==> config.mk <==
export PLATFORM = sky130hd
export DESIGN_NAME = audio_sample_cleanup_packer_top_flat
export DESIGN_NICKNAME = d
export VERILOG_FILES = /design/src/ascp_pkg.sv /design/src/ascp_req_if.sv /design/src/ascp_rsp_if.sv /design/src/ascp_csr_if.sv /design/src/audio_sample_cleanup_packer_top.sv /design/src/flat_wrapper.sv
export SDC_FILE = /design/constraint.sdc
export NUM_CORES = 1
export LEC_CHECK = 0
export BUFFER_PORTS_ARGS = -buffer_cell sky130_fd_sc_hd__buf_2
export CAP_MARGIN = 20
export CORE_AREA = 2 2 206 208
export DETAILED_ROUTE_END_ITERATION = 10
export DIE_AREA = 0 0 208 210
export PLACE_DENSITY = 0.65
export REMOVE_ABC_BUFFERS = 1
export SKIP_CTS_REPAIR_TIMING = 1
export SLEW_MARGIN = 20
export SYNTH_ARGS = -nofsm -noshare
export SYNTH_HDL_FRONTEND = slang
export SYNTH_SLANG_ARGS = --single-unit
==> constraint.sdc <==
create_clock -name clock -period 13.86 [get_ports clock]
set_input_delay 4.158 -clock clock [delete_from_list [all_inputs] [get_ports clock]]
set_output_delay 4.158 -clock clock [all_outputs]
set_load 0.01 [all_outputs]
==> src/ascp_pkg.sv <==
// ----------------------------------------------------------------------------
// ascp_pkg
// Shared constants and types for the audio sample cleanup and packer block.
// ----------------------------------------------------------------------------
package ascp_pkg;

   // Sample and converter word layout
   localparam int RAW_W    = 16;
   localparam int SAMPLE_W = 12;
   localparam int TAG_W    = 4;
   localparam int PACKED_W = 2 * SAMPLE_W;

   // Averaging window
   localparam int WINDOW_TAPS = 3;
   localparam int SUM_W       = SAMPLE_W + $clog2(WINDOW_TAPS);

   // Floor division of the window sum by the tap count:
   // q = (sum * DIV_RECIP) >> DIV_SHIFT, exact for every sum below 2**SUM_W.
   localparam int DIV_SHIFT = SUM_W + $clog2(WINDOW_TAPS);
   localparam int DIV_RECIP = ((2 ** DIV_SHIFT) + WINDOW_TAPS - 1) / WINDOW_TAPS;
   localparam int RECIP_W   = SUM_W + 2;
   localparam int PROD_W    = SUM_W + RECIP_W;

   // Control/status register port
   localparam int CSR_IDX_W  = 2;
   localparam int CSR_DATA_W = SAMPLE_W;

   typedef enum logic [CSR_IDX_W-1:0] {
      CSR_MIDPOINT   = 2'd0,
      CSR_DEV_LIMIT  = 2'd1,
      CSR_HEADER_TAG = 2'd2
   } csr_idx_type;

   // Reset values
   localparam logic [SAMPLE_W-1:0] MIDPOINT_RESET   = 12'd2048;
   localparam logic [SAMPLE_W-1:0] DEV_LIMIT_RESET  = 12'd700;
   localparam logic [TAG_W-1:0]    HEADER_TAG_RESET = 4'd10;
   localparam logic [SAMPLE_W-1:0] GOOD_RESET       = 12'd2048;

endpackage

==> src/ascp_req_if.sv <==
// ----------------------------------------------------------------------------
// ascp_req_if
// Input channel: a pair of raw converter words and the recording flag.
// ----------------------------------------------------------------------------
interface ascp_req_if;
   logic                          valid;
   logic                          ready;
   logic [ascp_pkg::RAW_W-1:0]    raw_first;
   logic [ascp_pkg::RAW_W-1:0]    raw_second;
   logic                          recording;

   modport source (output valid, output raw_first, output raw_second,
                   output recording, input ready);
   modport sink   (input valid, input raw_first, input raw_second,
                   input recording, output ready);
endinterface

==> src/ascp_rsp_if.sv <==
// ----------------------------------------------------------------------------
// ascp_rsp_if
// Result channel: the packed pair of filtered samples.
// ----------------------------------------------------------------------------
interface ascp_rsp_if;
   logic                          valid;
   logic                          ready;
   logic [ascp_pkg::PACKED_W-1:0] packed_pair;

   modport source (output valid, output packed_pair, input ready);
   modport sink   (input valid, input packed_pair, output ready);
endinterface

==> src/ascp_csr_if.sv <==
// ----------------------------------------------------------------------------
// ascp_csr_if
// Register write channel: register index and write data.
// ----------------------------------------------------------------------------
interface ascp_csr_if;
   logic                            valid;
   logic                            ready;
   logic [ascp_pkg::CSR_IDX_W-1:0]  reg_index;
   logic [ascp_pkg::CSR_DATA_W-1:0] wr_data;

   modport source (output valid, output reg_index, output wr_data, input ready);
   modport sink   (input valid, input reg_index, input wr_data, output ready);
endinterface

==> src/audio_sample_cleanup_packer_top.sv <==
// ----------------------------------------------------------------------------
// audio_sample_cleanup_packer_top
// Tag check, outlier reject, running-sum average and packing of sample pairs.
// ----------------------------------------------------------------------------
//  channel   | dir | transfer payload
//  ----------+-----+----------------------------------------------
//  req_chan  | in  | raw_first[15:0], raw_second[15:0], recording
//  rsp_chan  | out | packed_pair[23:0]
//  csr_chan  | in  | reg_index[1:0], wr_data[11:0]
//
//  One pair per cycle sustained while results are taken; a pair passes the
//  input register, then the result register, the whole pair path in between.
//  Pairs with recording low are consumed with no result and no state change.
//  Synchronous active-high reset restores the register and filter defaults.
//  A stalled result holds the pipe; one more pair is held in the input stage.
//  Register writes are always taken (ready tied high).
// ----------------------------------------------------------------------------
module audio_sample_cleanup_packer_top (
   input  logic        clock,
   input  logic        reset,
   ascp_req_if.sink    req_chan,
   ascp_rsp_if.source  rsp_chan,
   ascp_csr_if.sink    csr_chan
);

   localparam int SW = ascp_pkg::SAMPLE_W;
   localparam int NT = ascp_pkg::WINDOW_TAPS;
   localparam int SM = ascp_pkg::SUM_W;

   localparam logic [ascp_pkg::RECIP_W-1:0] RECIP =
      ascp_pkg::RECIP_W'(ascp_pkg::DIV_RECIP);

   // Configuration registers
   logic [SW-1:0]               midpoint_ff;
   logic [SW-1:0]               dev_limit_ff;
   logic [ascp_pkg::TAG_W-1:0]  tag_ff;

   // Input stage
   logic                        in_valid_ff, in_valid_in;
   logic [ascp_pkg::RAW_W-1:0]  in_first_ff, in_second_ff;
   logic                        in_rec_ff;

   // Filter state
   logic [SW-1:0]               good_first_ff, good_first_in;
   logic [SW-1:0]               good_second_ff, good_second_in;
   logic [SW-1:0]               lir_ff, lir_in;
   logic [SW-1:0]               taps_ff [NT];
   logic [SW-1:0]               taps_in [NT];
   logic [SM-1:0]               sum_ff, sum_in;

   // Result stage
   logic                        out_valid_ff, out_valid_in;
   logic [ascp_pkg::PACKED_W-1:0] out_data_ff, out_data_in;

   logic                        advance;
   logic                        req_xfer;
   logic                        process;

   logic [SW-1:0]               samp_a, samp_b;
   logic [SW-1:0]               dist_a, dist_b;
   logic [SW-1:0]               clean_a, clean_b;
   logic [SW-1:0]               lir_mid;
   logic [SM-1:0]               sum_a, sum_b;
   logic [ascp_pkg::PROD_W-1:0] prod_a, prod_b;
   logic [SW-1:0]               avg_a, avg_b;

   assign advance          = !out_valid_ff || rsp_chan.ready;
   assign req_chan.ready   = !in_valid_ff || advance;
   assign req_xfer         = req_chan.valid && req_chan.ready;
   assign process          = in_valid_ff && in_rec_ff && advance;

   assign csr_chan.ready   = 1'b1;
   assign rsp_chan.valid   = out_valid_ff;
   assign rsp_chan.packed_pair = out_data_ff;

   always_comb begin
      // Tag check: a mismatched word repeats the channel's last good sample
      samp_a = (in_first_ff[ascp_pkg::RAW_W-1 -: ascp_pkg::TAG_W] == tag_ff)
               ? in_first_ff[SW-1:0] : good_first_ff;
      samp_b = (in_second_ff[ascp_pkg::RAW_W-1 -: ascp_pkg::TAG_W] == tag_ff)
               ? in_second_ff[SW-1:0] : good_second_ff;

      // Outlier reject, first sample feeds the hold value seen by the second
      dist_a  = (samp_a >= midpoint_ff) ? (samp_a - midpoint_ff)
                                        : (midpoint_ff - samp_a);
      lir_mid = (dist_a > dev_limit_ff) ? lir_ff : samp_a;
      clean_a = lir_mid;
      dist_b  = (samp_b >= midpoint_ff) ? (samp_b - midpoint_ff)
                                        : (midpoint_ff - samp_b);
      clean_b = (dist_b > dev_limit_ff) ? lir_mid : samp_b;

      // Running sum: each push drops the oldest tap
      sum_a = sum_ff - SM'(taps_ff[NT-1]) + SM'(clean_a);
      sum_b = sum_a - SM'(taps_ff[NT-2]) + SM'(clean_b);

      prod_a = ascp_pkg::PROD_W'(sum_a) * ascp_pkg::PROD_W'(RECIP);
      prod_b = ascp_pkg::PROD_W'(sum_b) * ascp_pkg::PROD_W'(RECIP);
      avg_a  = prod_a[ascp_pkg::DIV_SHIFT +: SW];
      avg_b  = prod_b[ascp_pkg::DIV_SHIFT +: SW];

      good_first_in  = good_first_ff;
      good_second_in = good_second_ff;
      lir_in         = lir_ff;
      sum_in         = sum_ff;
      taps_in        = taps_ff;
      out_data_in    = out_data_ff;
      if (process) begin
         good_first_in  = samp_a;
         good_second_in = samp_b;
         lir_in         = clean_b;
         sum_in         = sum_b;
         taps_in[0]     = clean_b;
         taps_in[1]     = clean_a;
         for (int i = 2; i < NT; i++) begin
            taps_in[i] = taps_ff[i-2];
         end
         out_data_in    = {avg_a, avg_b};
      end

      if (req_xfer) begin
         in_valid_in = 1'b1;
      end else if (advance) begin
         in_valid_in = 1'b0;
      end else begin
         in_valid_in = in_valid_ff;
      end

      if (advance) begin
         out_valid_in = in_valid_ff && in_rec_ff;
      end else begin
         out_valid_in = out_valid_ff;
      end
   end

   // Control and filter state
   always_ff @(posedge clock) begin
      if (reset) begin
         midpoint_ff    <= ascp_pkg::MIDPOINT_RESET;
         dev_limit_ff   <= ascp_pkg::DEV_LIMIT_RESET;
         tag_ff         <= ascp_pkg::HEADER_TAG_RESET;
         in_valid_ff    <= 1'b0;
         out_valid_ff   <= 1'b0;
         good_first_ff  <= ascp_pkg::GOOD_RESET;
         good_second_ff <= ascp_pkg::GOOD_RESET;
         lir_ff         <= ascp_pkg::GOOD_RESET;
         sum_ff         <= '0;
         for (int i = 0; i < NT; i++) begin
            taps_ff[i] <= '0;
         end
      end else begin
         in_valid_ff    <= in_valid_in;
         out_valid_ff   <= out_valid_in;
         good_first_ff  <= good_first_in;
         good_second_ff <= good_second_in;
         lir_ff         <= lir_in;
         sum_ff         <= sum_in;
         taps_ff        <= taps_in;
         if (csr_chan.valid) begin
            unique case (csr_chan.reg_index)
               ascp_pkg::CSR_MIDPOINT:   midpoint_ff  <= csr_chan.wr_data;
               ascp_pkg::CSR_DEV_LIMIT:  dev_limit_ff <= csr_chan.wr_data;
               ascp_pkg::CSR_HEADER_TAG: tag_ff <= csr_chan.wr_data[ascp_pkg::TAG_W-1:0];
               default: ; // unmapped index, write dropped
            endcase
         end
      end
   end

   // Payload registers
   always_ff @(posedge clock) begin
      if (req_xfer) begin
         in_first_ff  <= req_chan.raw_first;
         in_second_ff <= req_chan.raw_second;
         in_rec_ff    <= req_chan.recording;
      end
      out_data_ff <= out_data_in;
   end

endmodule

==> src/flat_wrapper.sv <==
// flat-port wrapper written by rule: the top's interface ports become plain ports
module audio_sample_cleanup_packer_top_flat 
  (clock, reset, req_chan_valid, req_chan_raw_first, req_chan_raw_second, req_chan_recording, req_chan_ready, rsp_chan_valid, rsp_chan_packed_pair, rsp_chan_ready, csr_chan_valid, csr_chan_reg_index, csr_chan_wr_data, csr_chan_ready);
  ascp_req_if req_chan_i ();
  ascp_rsp_if rsp_chan_i ();
  ascp_csr_if csr_chan_i ();
  input  logic clock;
  input  logic reset;
  input wire logic [$bits(req_chan_i.valid)-1:0] req_chan_valid;
  input wire logic [$bits(req_chan_i.raw_first)-1:0] req_chan_raw_first;
  input wire logic [$bits(req_chan_i.raw_second)-1:0] req_chan_raw_second;
  input wire logic [$bits(req_chan_i.recording)-1:0] req_chan_recording;
  output wire logic [$bits(req_chan_i.ready)-1:0] req_chan_ready;
  output wire logic [$bits(rsp_chan_i.valid)-1:0] rsp_chan_valid;
  output wire logic [$bits(rsp_chan_i.packed_pair)-1:0] rsp_chan_packed_pair;
  input wire logic [$bits(rsp_chan_i.ready)-1:0] rsp_chan_ready;
  input wire logic [$bits(csr_chan_i.valid)-1:0] csr_chan_valid;
  input wire logic [$bits(csr_chan_i.reg_index)-1:0] csr_chan_reg_index;
  input wire logic [$bits(csr_chan_i.wr_data)-1:0] csr_chan_wr_data;
  output wire logic [$bits(csr_chan_i.ready)-1:0] csr_chan_ready;
  assign req_chan_i.valid = req_chan_valid;
  assign req_chan_i.raw_first = req_chan_raw_first;
  assign req_chan_i.raw_second = req_chan_raw_second;
  assign req_chan_i.recording = req_chan_recording;
  assign req_chan_ready = req_chan_i.ready;
  assign rsp_chan_valid = rsp_chan_i.valid;
  assign rsp_chan_packed_pair = rsp_chan_i.packed_pair;
  assign rsp_chan_i.ready = rsp_chan_ready;
  assign csr_chan_i.valid = csr_chan_valid;
  assign csr_chan_i.reg_index = csr_chan_reg_index;
  assign csr_chan_i.wr_data = csr_chan_wr_data;
  assign csr_chan_ready = csr_chan_i.ready;
  audio_sample_cleanup_packer_top u_core (.clock(clock), .reset(reset), .req_chan(req_chan_i), .rsp_chan(rsp_chan_i), .csr_chan(csr_chan_i));
endmodule
==> impl_metrics.yaml <==
timing:
  fmax_mhz: 74.6
  slew_viol_final: 0
  relSlewSlack_pct: 32.2
  post-route-min-period_ns: 13.41
  setup_viol: 0
  fin_ws_ns: 0.450
  post-route-period-util_pct: 96.8
  hold_viol: 0
  worstMarginPinSlew_ns: 1.02
  fin_skew_ns: 0.0141
detailed_routing:
  drc_errors: 0
  first_iter_violations: 721
  routed_via_density: 5.07
  dr.pass1.iters: 7
  wl_microns: 39700
  drtAntennaViolNets: 0
  vias: 12400
  routedWlPerCell_microns: 16.2
worst_setup_path:
  crit_arrival_ns: 13.63
  startpoint_type: "register"
  crit_type: "register to register"
  critical_path_buf_inv_count: 12
  end_kind: "register"
  slowest_stage: "fa_1"
  r2r_slack_ns: 0.45
  worstPathRequired_ns: 14.08
  cpLargestDelayFamily: "adder cells"
  critPathMaxFanout: 8
  slowest_delay_ns: 0.54
cts:
  htree_levels: 4
  insertion_delay_ns: 0.47
  clock_path_buffers: 2
  tritoncts: "yes"
  cts.clk_slew.worst_paths_ns: 0.08
  cts-root-buf: "clkbuf_16"
  cts_inserted_buffers: 17
  clock_sinks: 162
job:
  cap_viol_max_count: 0
synth:
  syn_area_sq_mm: 0.0164
  synthCells: 1750
  yosysUniqueCellTypes: 74
  synthArstFlopShare_pct: 0
  ys_seq_area_share_pct: 23.3
  ys.warnings.count: 0
  synth_edf_count: 57
  ys_seq_elements: 162
  avgSynthCellArea_sq_um: 9.37
  synth-main-ff-cell: "dfxtp_1"
place:
  gp_congestion: 0.937
  dpl_worst_slack_ns: -0.242
  io_buffers: 77
  dpl.hpwl_microns: 32200
  place_area_sq_mm: 0.0179
layout:
  layout-drive-gt1-share_pct: 16.3
  design_area_sq_mm: 0.0192
  antenna_cells: 0
  num-nets-final: 2350
  syn2layout_area_growth_pct: 17.2
die:
  die_h_microns: 210
  die_area_sq_mm: 0.0437
  initial_utilization_pct: 39.5
  die_w_microns: 208
  fp-row-count: 75
  core_sq_mm: 0.0415
  ioPinCount: 79
hold_path:
  hold_path_class: "register to register"
grt:
  grt_max_degree: 88
  grt_pass1_wl_microns: 63000
  grt_usage_pct: 18.1
  grt_overflow_total: 0
  grt_pass1_vias: 12300
  antenna_found_initial: 0
outcome:
  status: "finished, final reports clean"
[worst paths after layout]
| check | depth (start not counted) | startpoint | endpoint |
|---|---|---|---|
| max reg2reg | 60 | u_core.in_first_ff[15] | u_core.rsp_chan.packed_pair[11] |
| min reg2reg | 2 | u_core.taps_ff[10] | u_core.taps_ff[10] |
| max | 60 | u_core.in_first_ff[15] | u_core.rsp_chan.packed_pair[11] |
| min | 2 | u_core.taps_ff[10] | u_core.taps_ff[10] |
[cells in the mapped netlist, drive strengths merged, types with 4 or more instances]
cell type / count / area (sq um)
xnor2: 53 / 483
and3: 5 / 31.3
a21boi: 4 / 30.0
mux2i: 58 / 581
a21o: 43 / 327
or2: 6 / 37.5
o21a: 14 / 105
a211o: 13 / 114
clkbuf: 37 / 139
ha: 275 / 3440
mux2: 4 / 45.0
o21bai: 7 / 52.6
a211oi: 38 / 303
dfxtp: 105 / 2100
nor2b: 19 / 121
xor2: 43 / 377
and2: 6 / 37.5
inv: 292 / 1100
a31oi: 5 / 31.3
nand4: 11 / 68.8
nand2b: 14 / 87.6
nand3: 10 / 50.1
o21ai: 46 / 238
a21oi: 121 / 606
nor2: 128 / 483
o211ai: 6 / 58.8
fa: 130 / 2600
edfxtp: 57 / 1710
nand2: 118 / 443
or3: 4 / 25.0
nor3: 28 / 140
buf: 8 / 38.8
[final cells by class]
type / count / area (sq um)
clock buffers: 18 / 439
clock inverters: 14 / 161
fillers: 3925 / 22300
inverters: 292 / 1100
multi-input cells: 1251 / 11900
flip-flops and latches: 162 / 3810
well taps: 539 / 674
repair buffers: 169 / 1140
[layer usage]
metal / global-route usage (%) / vias up / part of all wire (%)
li1: - / 6155 / -
met1: 24.4 / 5993 / 46
met2: 29.9 / 209 / 48
met3: 3.04 / 47 / 3.6
met4: 5.62 / 0 / 1.9
met5: 0 / - / 0
[layout by cell type (no fill, tap or decap), types with 5 or more instances in the layout]
master,netlist,routed
a211o_1,13,13
a211oi_1,36,31
a211oi_2,1,5
a21o_1,40,40
a21oi_1,121,115
a21oi_2,0,6
and2_1,6,6
and3_1,5,5
buf_2,4,76
buf_4,1,84
buf_6,0,5
clkbuf_16,0,17
dfxtp_1,105,105
edfxtp_1,57,57
fa_1,130,128
ha_1,275,261
ha_2,0,5
ha_4,0,9
inv_1,290,284
inv_2,2,6
mux2i_1,58,41
mux2i_2,0,7
mux2i_4,0,10
nand2_1,118,117
nand2b_1,14,14
nand3_1,10,8
nand4_1,11,11
nor2_1,127,127
nor2b_1,18,16
nor3_1,28,27
o211ai_1,5,5
o21a_1,14,13
o21ai_0,42,33
o21ai_1,2,9
o21bai_1,7,7
xnor2_1,52,48
xor2_1,43,38
xor2_2,0,5
[metrics by stage]
step	TNS [ns]	util, %	hold slack [ns]	std cells
after floorplan	-6.18	-	0.426	1705
after global placement	-0.0645	43.1	0.444	2397
after detailed placement	-0.571	43.1	0.447	2397
after CTS	-1.21	44.5	0.457	2429
after global routing	-0.409	46.3	0.473	2445
final	0	46.3	0.455	2445
[worst min-delay path: stages (launching register included)]
cell	delay [ns]
dfxtp_1	0.31
nand2_1	0.05
a21oi_1	0.05
[sequential cells by signal, summed over array words and instances, names as in the netlist, 4 cells and up]
name,flops
u_core.rsp_chan.packed_pair,24
u_core.taps_ff,36
u_core.good_first_ff,12
u_core.good_second_ff,12
u_core.in_second_ff,16
u_core.dev_limit_ff,12
u_core.midpoint_ff,12
u_core.sum_ff,14
u_core.tag_ff,4
u_core.in_first_ff,16
[kinds of logic (layout without fill, tap and decap cells)]
family	Yosys count	after routing	synth area share, %
adders and majority gates	405	405	36.9
AOI/OAI and AO/OA	326	326	13.1
and+or+nand+nor	361	361	9.95
other	1	1	0.0229
buffers and inverters	337	493	7.77
xor gates and xnor gates	96	96	5.24
DFF	162	162	23.3
muxes	62	62	3.82
Power is left out: the tool's default activity adds up to more than one toggle a clock period on the data nets, which glitch-free logic cannot reach.
